File: src/rtl/core/pcmfc_pkg.sv
// ============================================================================
// pcmfc_pkg: shared types and helpers for the PCM sample format converter
// Holds the source format codes, the channel payload types and the
// leading-zero count used by the integer-to-binary32 path.
// ============================================================================
package pcmfc_pkg;

   // Source format codes, as written to the format register
   typedef enum logic [3:0] {
      FMT_U8    = 4'd0,
      FMT_S8    = 4'd1,
      FMT_S16LE = 4'd2,
      FMT_S16BE = 4'd3,
      FMT_S24LE = 4'd4,
      FMT_S24BE = 4'd5,
      FMT_S32LE = 4'd6,
      FMT_S32BE = 4'd7,
      FMT_F32   = 4'd8,
      FMT_F64   = 4'd9
   } fmt_type;

   localparam int unsigned FMT_W = 4;

   // Exponent for a 32-bit value with its leading one at bit 31, before
   // the leading-zero count is taken off (2^-31 and 2^-23 scale folded in)
   localparam logic [7:0] EXP_TOP_S32 = 8'd127;
   localparam logic [7:0] EXP_TOP_S24 = 8'd135;

   // f64 exponent range limits
   localparam logic [10:0] F64_EXP_MAX   = 11'h7FF;
   localparam logic [10:0] F64_EXP_OVF   = 11'd1151;  // at and above: infinity
   localparam logic [10:0] F64_EXP_NORM  = 11'd897;   // at and above: normal
   localparam logic [10:0] F64_EXP_SUBLO = 11'd872;   // below: signed zero
   localparam logic [10:0] F64_SUB_SHIFT = 11'd926;

   localparam logic [30:0] F32_INF_MAG = 31'h7F800000;
   localparam logic [30:0] F32_QNAN    = 31'h7FC00000;

   typedef struct packed {
      logic [63:0] raw_bytes;
      logic        final_item;
   } req_type;

   typedef struct packed {
      logic [31:0] sample_word;
      logic        is_float;
      logic        final_out;
   } rsp_type;

   typedef logic [FMT_W-1:0] csr_type;

   // Count of leading zeros of a 32-bit word (32 when zero)
   function automatic logic [5:0] lzc32(input logic [31:0] v);
      logic [5:0] n;
      n = 6'd32;
      for (int i = 0; i < 32; i++) begin
         if (v[i]) begin
            n = 6'(31 - i);
         end
      end
      return n;
   endfunction

endpackage

File: src/rtl/core/pcmfc_convert.sv
// ============================================================================
// pcmfc_convert: sample conversion datapath
// Byte ordering for 8/16-bit formats, integer to binary32 with RNE for
// 24/32-bit formats, f32 pass-through and f64 to f32 rounding.
// ============================================================================
module pcmfc_convert (
   input  pcmfc_pkg::fmt_type fmt,
   input  logic [63:0]        raw,
   output logic [31:0]        word,
   output logic               is_float
);

   logic [7:0]  b0, b1, b2, b3;
   logic [31:0] int_val;
   logic        int_is24;
   logic        int_sign;
   logic [31:0] int_mag;
   logic [5:0]  int_lz;
   logic [31:0] int_norm;
   logic [7:0]  int_exp;
   logic        int_up;
   logic [31:0] int_f;

   logic [10:0]  dex;
   logic [51:0]  dman;
   logic         dsign;
   logic [30:0]  dbase;
   logic [28:0]  drem;
   logic         dup;
   logic [5:0]   dsh;
   logic [116:0] dext;
   logic [23:0]  dq;
   logic         dsub_up;
   logic [30:0]  dmag;
   logic [31:0]  dbl_f;

   assign b0 = raw[7:0];
   assign b1 = raw[15:8];
   assign b2 = raw[23:16];
   assign b3 = raw[31:24];

   // Pick the integer sample and sign-extend 24-bit values
   always_comb begin
      int_is24 = 1'b1;
      int_val  = {{8{b2[7]}}, b2, b1, b0};
      unique case (fmt)
         pcmfc_pkg::FMT_S24BE: int_val = {{8{b0[7]}}, b0, b1, b2};
         pcmfc_pkg::FMT_S32LE: begin
            int_val  = {b3, b2, b1, b0};
            int_is24 = 1'b0;
         end
         pcmfc_pkg::FMT_S32BE: begin
            int_val  = {b0, b1, b2, b3};
            int_is24 = 1'b0;
         end
         default: ;
      endcase
   end

   // Integer to binary32: normalize, round to nearest even
   always_comb begin
      int_sign = int_val[31];
      int_mag  = int_sign ? (~int_val + 32'd1) : int_val;
      int_lz   = pcmfc_pkg::lzc32(int_mag);
      int_norm = int_mag << int_lz;
      int_exp  = (int_is24 ? pcmfc_pkg::EXP_TOP_S24 : pcmfc_pkg::EXP_TOP_S32)
                 - {2'b00, int_lz};
      int_up   = int_norm[7] && ((|int_norm[6:0]) || int_norm[8]);
      if (int_mag == 32'd0) begin
         int_f = 32'd0;
      end else begin
         int_f = {int_sign, int_exp, int_norm[30:8]} + {31'd0, int_up};
      end
   end

   // f64 to f32
   always_comb begin
      dsign   = raw[63];
      dex     = raw[62:52];
      dman    = raw[51:0];
      dbase   = {dex[7:0] - 8'd128, dman[51:29]};
      drem    = dman[28:0];
      dup     = drem[28] && ((|drem[27:0]) || dbase[0]);
      dsh     = 6'(pcmfc_pkg::F64_SUB_SHIFT - dex);
      dext    = {1'b1, dman, 64'd0} >> dsh;
      dq      = dext[87:64];
      dsub_up = dext[63] && ((|dext[62:0]) || dq[0]);
      priority if (dex == pcmfc_pkg::F64_EXP_MAX) begin
         dmag = (dman == 52'd0) ? pcmfc_pkg::F32_INF_MAG
                : (pcmfc_pkg::F32_QNAN | {8'd0, dman[51:29]});
      end else if (dex == 11'd0) begin
         dmag = 31'd0;
      end else if (dex >= pcmfc_pkg::F64_EXP_OVF) begin
         dmag = pcmfc_pkg::F32_INF_MAG;
      end else if (dex >= pcmfc_pkg::F64_EXP_NORM) begin
         dmag = dbase + {30'd0, dup};
      end else if (dex < pcmfc_pkg::F64_EXP_SUBLO) begin
         dmag = 31'd0;
      end else begin
         dmag = {7'd0, dq + {23'd0, dsub_up}};
      end
      dbl_f = {dsign, dmag};
   end

   // Result select by format
   always_comb begin
      word     = 32'd0;
      is_float = 1'b1;
      unique case (fmt)
         pcmfc_pkg::FMT_U8: begin
            word     = {16'd0, b0 ^ 8'h80, 8'd0};
            is_float = 1'b0;
         end
         pcmfc_pkg::FMT_S8: begin
            word     = {16'd0, b0, 8'd0};
            is_float = 1'b0;
         end
         pcmfc_pkg::FMT_S16LE: begin
            word     = {16'd0, b1, b0};
            is_float = 1'b0;
         end
         pcmfc_pkg::FMT_S16BE: begin
            word     = {16'd0, b0, b1};
            is_float = 1'b0;
         end
         pcmfc_pkg::FMT_S24LE, pcmfc_pkg::FMT_S24BE,
         pcmfc_pkg::FMT_S32LE, pcmfc_pkg::FMT_S32BE: word = int_f;
         pcmfc_pkg::FMT_F32: word = raw[31:0];
         pcmfc_pkg::FMT_F64: word = dbl_f;
         default: is_float = 1'b0;
      endcase
   end

endmodule

File: config.mk
export PLATFORM = sky130hd
export DESIGN_NAME = pcmfc_convert
export DESIGN_NICKNAME = d
export VERILOG_FILES = /design/src/rtl/core/pcmfc_pkg.sv /design/src/rtl/core/pcmfc_convert.sv
export SDC_FILE = /design/constraint.sdc
export NUM_CORES = 1
export LEC_CHECK = 0
export BUFFER_PORTS_ARGS = -buffer_cell sky130_fd_sc_hd__buf_2
export CAP_MARGIN = 20
export CORE_MARGIN = 2
export CORE_UTILIZATION = 33
export DETAILED_ROUTE_END_ITERATION = 6
export MAX_ROUTING_LAYER = met4
export PLACE_DENSITY_LB_ADDON = 0.12
export SLEW_MARGIN = 20
export SYNTH_ARGS = -nofsm -noshare
export SYNTH_HDL_FRONTEND = slang
export SYNTH_SLANG_ARGS = --single-unit
File: constraint.sdc
create_clock -name vclk -period 6.6
set_input_delay 0.33 -clock vclk [all_inputs]
set_output_delay 0.33 -clock vclk [all_outputs]
set_load 0.02 [all_outputs]
# ---- Word-level counts from Yosys, hierarchy flattened
# Cells that the tools add are included.
dict set report classes {
  addsub 7
  magnitude_cmp 3
  n_eq_ne 10
  shifts 2
  n_mux 44
  bitwise_logic 2
  n_reduce_logical 16
}
# op count
set op_table {}
lappend op_table {{$pmux 32 s7} 1}
lappend op_table {{$mux 6} 32}
lappend op_table {{$mux 31} 4}
lappend op_table {{$shr 117x6->88} 1}
lappend op_table {{$pmux 32 s3} 1}
lappend op_table {{$mux 32} 2}
lappend op_table {{$reduce_or 63->1} 1}
lappend op_table {{$logic_not 52->1} 1}
lappend op_table {{$add 32x1->32} 1}
lappend op_table {{$add 32x1->32 const B} 1}
lappend op_table {{$logic_not 32->1} 1}
lappend op_table {{$not 32->32} 1}
lappend op_table {{$shl 32x6->31} 1}
lappend op_table {{$add 31x1->31} 1}
lappend op_table {{$reduce_or 28->1} 1}
lappend op_table {{$add 24x1->24} 1}
lappend op_table {{$mux 24} 1}
lappend op_table {{$mux 23} 1}
lappend op_table {{$eq 4x3->1 const B} 4}
lappend op_table {{$eq 11x11->1 const B} 1}
lappend op_table {{$ge 11x10->1 const B} 1}
lappend op_table {{$ge 11x11->1 const B} 1}
lappend op_table {{$logic_not 11->1} 1}
lappend op_table {{$lt 11x10->1 const B} 1}
lappend op_table {{other kinds (16)} 22}
dict set report totals {
  register_bits 0
  in_bits 68
  output_inout_bits 33
  wordCells 84
}

# ---- Depth between registers and ports, before layout
# Gate-level depths: netlist (run 1).
dict set report depth {
  depth_word 44
  mapped_depth 33
  ltp_nobuf 28
}

# ---- Least setup slack after synthesis (run 1)
# OpenSTA, ideal clock, no wires.
dict set report synth_timing {
  path_type {input to output}
  from {input fmt[2]}
  to {output word[24]}
  arrival_ps 6930
  required_ps 6270
  path_slack_ps -660
  stages 29
  n_path_buf 5
  cell_sequence {buf_2 nand3b_1 clkbuf_1 clkbuf_1 a21oi_1 ha_1 o21ai_1 o22ai_2 and3_1 or4_1 a311o_1 or4b_4 nand2_1 buf_4 nor2_1 o32a_1 and2_1 a211oi_1 ha_1 nand3_1 nor2_1 a31oi_1 a21o_1 or4_1 or2_1 clkbuf_1 or3_1 xnor2_1 o21ai_1}
}
dict set report synth_via {
  elab_chain_len 44
  word_cells_on_any_way 56
  cone_classes {3 x add/sub; 9 x eq/ne; 1 x shift; 36 x mux; 1 x bitwise; 6 x reduce/logical}
}
# item line
set synth_rtl {}
lappend synth_rtl {{from (decl)} pcmfc_convert.sv:7} ;# input pcmfc_pkg::fmt_type fmt,
lappend synth_rtl {{$eq 4x3->1} {pcmfc_convert.sv:46, pcmfc_convert.sv:109}}
lappend synth_rtl {{$pmux 32 s3} pcmfc_convert.sv:46} ;# unique case (fmt)
lappend synth_rtl {{$not 32->32} pcmfc_convert.sv:63} ;# int_mag = int_sign ? (~int_val + 32'd1) : int_val;
lappend synth_rtl {{$add 32x1->32} pcmfc_convert.sv:63}
lappend synth_rtl {{$mux 32} pcmfc_convert.sv:63}
lappend synth_rtl {{$mux 6 (32 in a row)} pcmfc_pkg.sv:57} ;# if (v[i]) begin
lappend synth_rtl {{$shl 32x6->31} pcmfc_convert.sv:65} ;# int_norm = int_mag << int_lz;
lappend synth_rtl {{$reduce_or 7->1} pcmfc_convert.sv:68} ;# int_up = int_norm[7] && ((|int_norm[6:0]) || int_norm[8]);
lappend synth_rtl {{$logic_or 1x1->1} pcmfc_convert.sv:68}
lappend synth_rtl {{$logic_and 1x1->1} pcmfc_convert.sv:68}
lappend synth_rtl {{$add 32x1->32} pcmfc_convert.sv:72} ;# int_f = {int_sign, int_exp, int_norm[30:8]} + {31'd0, int_up};
lappend synth_rtl {{$mux 32} pcmfc_convert.sv:69} ;# if (int_mag == 32'd0) begin
lappend synth_rtl {{$pmux 32 s7 *} pcmfc_convert.sv:109} ;# unique case (fmt)
lappend synth_rtl {{to (decl)} pcmfc_convert.sv:9} ;# output logic [31:0] word,
# Mark *: on every way between the ends. The rest lies on a longest branch, timed or not.

# ---- Worst setup path after layout (run 1)
dict set report layout_timing {
  from {input fmt[3]}
  to {output word[17]}
}
# The elaborated chain is that of the path after synthesis.

==> metrics.csv, run 1 <==
stage;metric;value;unit
outcome;outcome;finished, violations left;
outcome;failing checks;design-rule violations, negative setup slack;
logic_synthesis;register area share after synthesis;0;%
power_and_ir_drop;Leak;6.35;nW
placed_design;RD Place Congestion;1.00;
floorplan;total die area;0.0377;mm2
setup_path;worst path buffer plus inverter count;6;
layout;Reg area;0;um2
sta;Max Slew Vio Count;0;
sta;Max-slew headroom;29.0;%
logic_synthesis;Synth top area share;11.3;%
layout;Design Area, Final;0.0156;mm2
logic_synthesis;most frequent cells after synthesis;190 x nand2_1, 151 x nor2_1, 135 x mux2i_1, 106 x clkbuf_1, 105 x o21ai_0;
power_and_ir_drop;PwrDens;164;mW/mm2
global_routing;largest net degree at the start of global routing;45;
power_and_ir_drop;VDD IR-drop max;103;uV
logic_synthesis;synth top area cells;mux2i_1 11%, mux4_2 7.0%, nand2_1 6.0%;
floorplan;core area;0.0356;mm2
placed_design;I/O Buffers;101;
sta;Worst-Margin Slew;1060;ps
logic_synthesis;Synth area leader;mux2i_1;
sta;fin crit period;6630;ps
sta;final worst-path cycle share;101;%
detailed_routing;wire length per cell;27.3;um
sta;max frequency;0.151;GHz
setup_path;Crit path max-delay family;compound AO/OA/AOI/OAI gates;
detailed_routing;TritonRoute pass-1 iters;7;
sta;fin worst setup slack;-33.7;ps
layout;sequential cell count;0;
logic_synthesis;YS warnings;0;
placed_design;pre-CTS WS;-172;ps
logic_synthesis;count leader, synth;nand2_1;
detailed_routing;Remaining DRCs;3;
sta;Final Hold Viols;0;
min_path;Hold Crit Class;input pin to output port;
detailed_routing;vias post-DR;16300;
global_routing;first-pass GRT wire length;101;mm
layout;clock buffer count;0;
logic_synthesis;syn nets;1830;
clock_tree;Post-CTS Hold Buffers;0;
layout;layout cells sized above 1;32.1;%
detailed_routing;via density per instance;6.49;
setup_path;WS Path Type;input pin to output port;
setup_path;Critical Path RT;6270;ps
logic_synthesis;Distinct cells, synth;109;
setup_path;max incr delay on CP;550;ps
job;Max Cap Viol;0;
placed_design;dpl hpwl;56.0;mm
global_routing;vias in the first global route;15700;
logic_synthesis;Syn Inst Count;1748;
floorplan;num ports;101;
sta;RSZ-0062 raised after global routing;true;
placed_design;Post-DP Area;0.0151;mm2
sta;setup TNS;-58.2;ps
sta;Setup Viol. Count Final;2;
setup_path;CP Launch Type;input pin;
floorplan;Std-Cell Rows;69;
logic_synthesis;syn_area_per_cell;6.83;um2
logic_synthesis;Post-Syn Area;0.0119;mm2
global_routing;antenna violations before repair;0;
detailed_routing;ANT nets after route;0;
layout;n_diodes;0;
floorplan;Initial Util;33.6;%
floorplan;die height;194;um
layout;synth-to-layout area growth;30.9;%
global_routing;GRT overflow;0;
global_routing;gr usage total;35.6;%
setup_path;cell mode on critical path;buf_4;
setup_path;Slowest cell on crit path;mux4_2;
layout;nets@finish;2131;
setup_path;CP Capture Type;output port;
setup_path;crit path max fanout;5;
detailed_routing;Initial DRC Count;1492;
setup_path;worst endpoint data arrival time;6300;ps
floorplan;die width;194;um
detailed_routing;WL final;68.4;mm
## what timing repair did
| action | CTS | global route |
|---|---|---|
| pin swaps | 4 | 17 |
| setup buffers | 4 | 19 |
| setup endpoints to repair | 12 | 21 |
| cloned | 1 | 0 |
| resized for setup | 7 | 51 |
## power breakdown
| group | internal [mW] | switching (mW) | leakage (nW) |
|---|---|---|---|
| sequential | 0 | 0 | 0 |
| clock | 0 | 0 | 0 |
| combinational | 1.07 | 1.49 | 6.35 |
| total | 1.07 | 1.49 | 6.35 |
## logic make-up (layout without fill, tap and decap cells)
family / count (synthesis) / count (layout) / share of synthesized area (%)
simple gates: 679 / 679 / 29.1
compound gates: 559 / 559 / 32.9
mux: 219 / 219 / 22.7
buf+inv: 177 / 476 / 6.40
xor+xnor: 100 / 100 / 7.33
fa+ha+maj: 14 / 14 / 1.53
## per-stage QoR
stage                     util, %  power (mW)  cells  hold WS, ps
after global routing         43.9        2.70   2508         1260
after CTS                    42.8        2.45   2489         1280
final                        43.9        2.56   2508         1270
after detailed placement     42.5        2.42   2484         1280
after floorplan                 -        1.37   1748          948
after global placement       42.5        2.43   2484         1290
## cells in the final DEF, fill, tap and decap left out, drive strengths merged, types with 25 or more instances in the layout
cell type / synthesis / final
a21oi: 99 / 99
a31oi: 32 / 32
xnor2: 65 / 65
buf: 46 / 449
o21ai: 127 / 127
o211ai: 26 / 26
a22oi: 53 / 53
inv: 25 / 25
and3: 39 / 39
xor2: 35 / 35
nand2: 190 / 190
mux2: 46 / 46
nand4: 28 / 28
mux4: 37 / 37
nor2: 153 / 153
nor3: 57 / 57
nor4: 30 / 30
or3: 26 / 26
mux2i: 136 / 136
nand3: 53 / 53
a211oi: 29 / 29
## layer usage
layer,up-vias,global-route usage [%],wire (um)
met1,7913,42.6,27400
met3,197,1.97,3880
met4,0,16.8,4120
met2,820,61.1,33000
li1,7350,-,-
met5,-,-,0
## cell type report
type               count  area (um2)
repair buffers       451        3330
multi-input cells   1571       11600
inverters             25        93.8
fillers             3776       19900
well taps            461         577
## path summary, 6_finish.rpt
check,startpoint,endpoint,slack (ps),depth (start not counted)
min,raw[63],word[31],1270,4
max,fmt[3],word[17],-30,26
(Power assumes the default switching activity.)
==> run 2: changes to the inputs <==
--- a/config.mk
+++ b/config.mk
@@ -11,8 +11,6 @@
 export CORE_UTILIZATION = 33
 export DETAILED_ROUTE_END_ITERATION = 6
 export MAX_ROUTING_LAYER = met4
-export PLACE_DENSITY_LB_ADDON = 0.12
-export SLEW_MARGIN = 20
 export SYNTH_ARGS = -nofsm -noshare
 export SYNTH_HDL_FRONTEND = slang
 export SYNTH_SLANG_ARGS = --single-unit
==> run 2 against run 1 <==
- the flow still finishes with violations (design-rule violations, negative setup slack)
- first-iteration DRC count increased by 26%
- combinational power increased by 7%
- critical path depth increased by 6
- cell count increased by 2.9%
- clock-buffer cell count unchanged
- routed wire length decreased by 0.20%
- worst setup slack improved by 23 ps
- utilization increased by 3.0 points
==> metrics.csv, run 2 (same netlist as run 1, synthesis figures left out) <==
stage;metric;value;unit;change
outcome;outcome;finished, violations left;;
outcome;failing checks;design-rule violations, negative setup slack;;
sta;fin worst setup slack;-10.5;ps;+23.1 ps
sta;fin crit period;6610;ps;-23.1 ps
floorplan;core area;0.0356;mm2;unchanged
setup_path;Crit path max-delay family;compound AO/OA/AOI/OAI gates;;
floorplan;num ports;101;;unchanged
global_routing;first-pass GRT wire length;99.6;mm;-1.6%
sta;max frequency;0.151;GHz;+0.35%
sta;RSZ-0062 raised after global routing;true;;
global_routing;gr usage total;34.8;%;-0.74 points
detailed_routing;wire length per cell;26.4;um;-3.0%
detailed_routing;TritonRoute pass-1 iters;7;;unchanged
placed_design;Post-DP Area;0.0153;mm2;+1.2%
global_routing;antenna violations before repair;2;;+2
layout;layout cells sized above 1;36.9;%;+4.8 points
detailed_routing;via density per instance;6.51;;+0.30%
sta;Max Slew Vio Count;0;;unchanged
placed_design;RD Place Congestion;1.06;;+5.6%
sta;Final Hold Viols;0;;unchanged
global_routing;vias in the first global route;16000;;+1.7%
placed_design;dpl hpwl;55.0;mm;-1.9%
sta;Setup Viol. Count Final;1;;-1
layout;Core Util, Final;46.9;%;+3.0 points
setup_path;CP Capture Type;output port;;
power_and_ir_drop;VDD IR-drop max;101;uV;-2.1%
layout;Design Area, Final;0.0167;mm2;+6.7%
sta;setup TNS;-10.5;ps;+47.7 ps
setup_path;worst path buffer plus inverter count;11;;+5
floorplan;Std-Cell Rows;69;;unchanged
job;Max Cap Viol;0;;unchanged
global_routing;met2 Track Usage GR;58.8;%;-2.3 points
layout;sequential cell count;0;;unchanged
layout;synth-to-layout area growth;39.6;%;
layout;commonest non-fill, non-tap cell in the layout;buf_4;;
setup_path;crit path max fanout;7;;+2
global_routing;GRT overflow;0;;unchanged
setup_path;cell mode on critical path;buf_6;;
floorplan;total die area;0.0377;mm2;unchanged
detailed_routing;ANT nets after route;0;;unchanged
layout;number of filler cells placed in the layout;3616;;-4.2%
detailed_routing;Remaining DRCs;1;;-2
setup_path;Slowest cell on crit path;or3_4;;
power_and_ir_drop;Leak;6.78;nW;+6.8%
detailed_routing;vias post-DR;16800;;+3.2%
global_routing;met1 usage;41.2;%;-1.4 points
min_path;Hold Crit Class;input pin to output port;;
setup_path;WS Path Type;input pin to output port;;
power_and_ir_drop;PwrDens;164;mW/mm2;+0.23%
layout;clock buffer count;0;;unchanged
placed_design;I/O Buffers;101;;unchanged
power_and_ir_drop;total power;2.74;mW;+7.0%
setup_path;CP Launch Type;input pin;;
sta;final worst-path cycle share;100;%;-0.35 points
sta;Worst-Margin Slew;1000;ps;-59.3 ps
clock_tree;Post-CTS Hold Buffers;0;;unchanged
floorplan;die width;194;um;unchanged
setup_path;worst endpoint data arrival time;6280;ps;-20 ps
layout;nets@finish;2202;;+3.3%
floorplan;die height;194;um;unchanged
global_routing;largest net degree at the start of global routing;34;;-24%
global_routing;met3 Resource Use GR;2.89;%;+0.92 points
setup_path;Critical Path RT;6270;ps;about the same
layout;Reg area;0;um2;unchanged
global_routing;Top Usage Layer GRT;met2;;
detailed_routing;WL final;68.3;mm;-0.20%
sta;Max-slew headroom;33.1;%;+4.1 points
detailed_routing;Initial DRC Count;1880;;+26%
floorplan;Initial Util;33.6;%;unchanged
layout;most frequent cells in the layout;390 x buf_4, 184 x nand2_1, 146 x nor2_1, 122 x mux2i_1, 100 x o21ai_0;;
setup_path;max incr delay on CP;440;ps;-110 ps
-- run 2: cell count changes in the layout (fill, tap and decap cells not counted), moves of 5 or more --
cell      previous run  this run
mux2i_1            133       122
a211oi_4             0         5
buf_2               98        91
buf_4              337       390
mux2i_2              3        11
buf_6                1        24
-- run 2: worst min-delay path: cells and delay by family --
family | cells | cell delay, ps
buffers and inverters | 2 | 320
AOI/OAI and AO/OA | 2 | 270
-- run 2: routing by layer --
metal  part of all wire [%]  up-vias  wire length [um]
met5                      0        -                 0
met3                    6.7      272              4560
met1                     39     8081             26700
met4                    6.7        0              4610
li1                       -     7488                 -
met2                     47      963             32400
-- run 2: timing repair --
action / in CTS / in global routing
buffers inserted: 11 / 47
cloned: 0 / 3
pin swaps: 8 / 55
gates resized for setup: 12 / 166
setup endpoints to repair: 16 / 21
-- run 2: final timing paths --
| kind | end | start | depth (start not counted) | slack, ps |
|---|---|---|---|---|
| setup / recovery | word[23] | fmt[3] | 32 | -10 |
| hold / removal | word[31] | raw[63] | 4 | 1250 |
-- run 2: layout make-up --
type / instances / area, um2 / area share [%]
multi-input combinational: 1571 / 12000 / 72.0
timing repair buffer: 522 / 3990 / 23.9
tap: 461 / 577 / 3.46
inverter: 25 / 97.6 / 0.585
antenna: 2 / 5.00 / 0.0300
-- run 2: where the power goes --
group	switching, mW	total [mW]	internal (mW)
registers	0	0	0
logic	1.54	2.74	1.19
clock network	0	0.0000000406	0.0000000406
-- run 2: metrics by stage --
stage / worst slack, ps / hold slack, ps / std cells
2_1_floorplan: 0.929 / 948 / 1748
3_3_place_gp: -265 / 1240 / 2517
3_5_place_dp: -245 / 1240 / 2517
4_1_cts: -4.73 / 1240 / 2528
5_1_grt: -211 / 1270 / 2581
6_report: -10.5 / 1250 / 2581
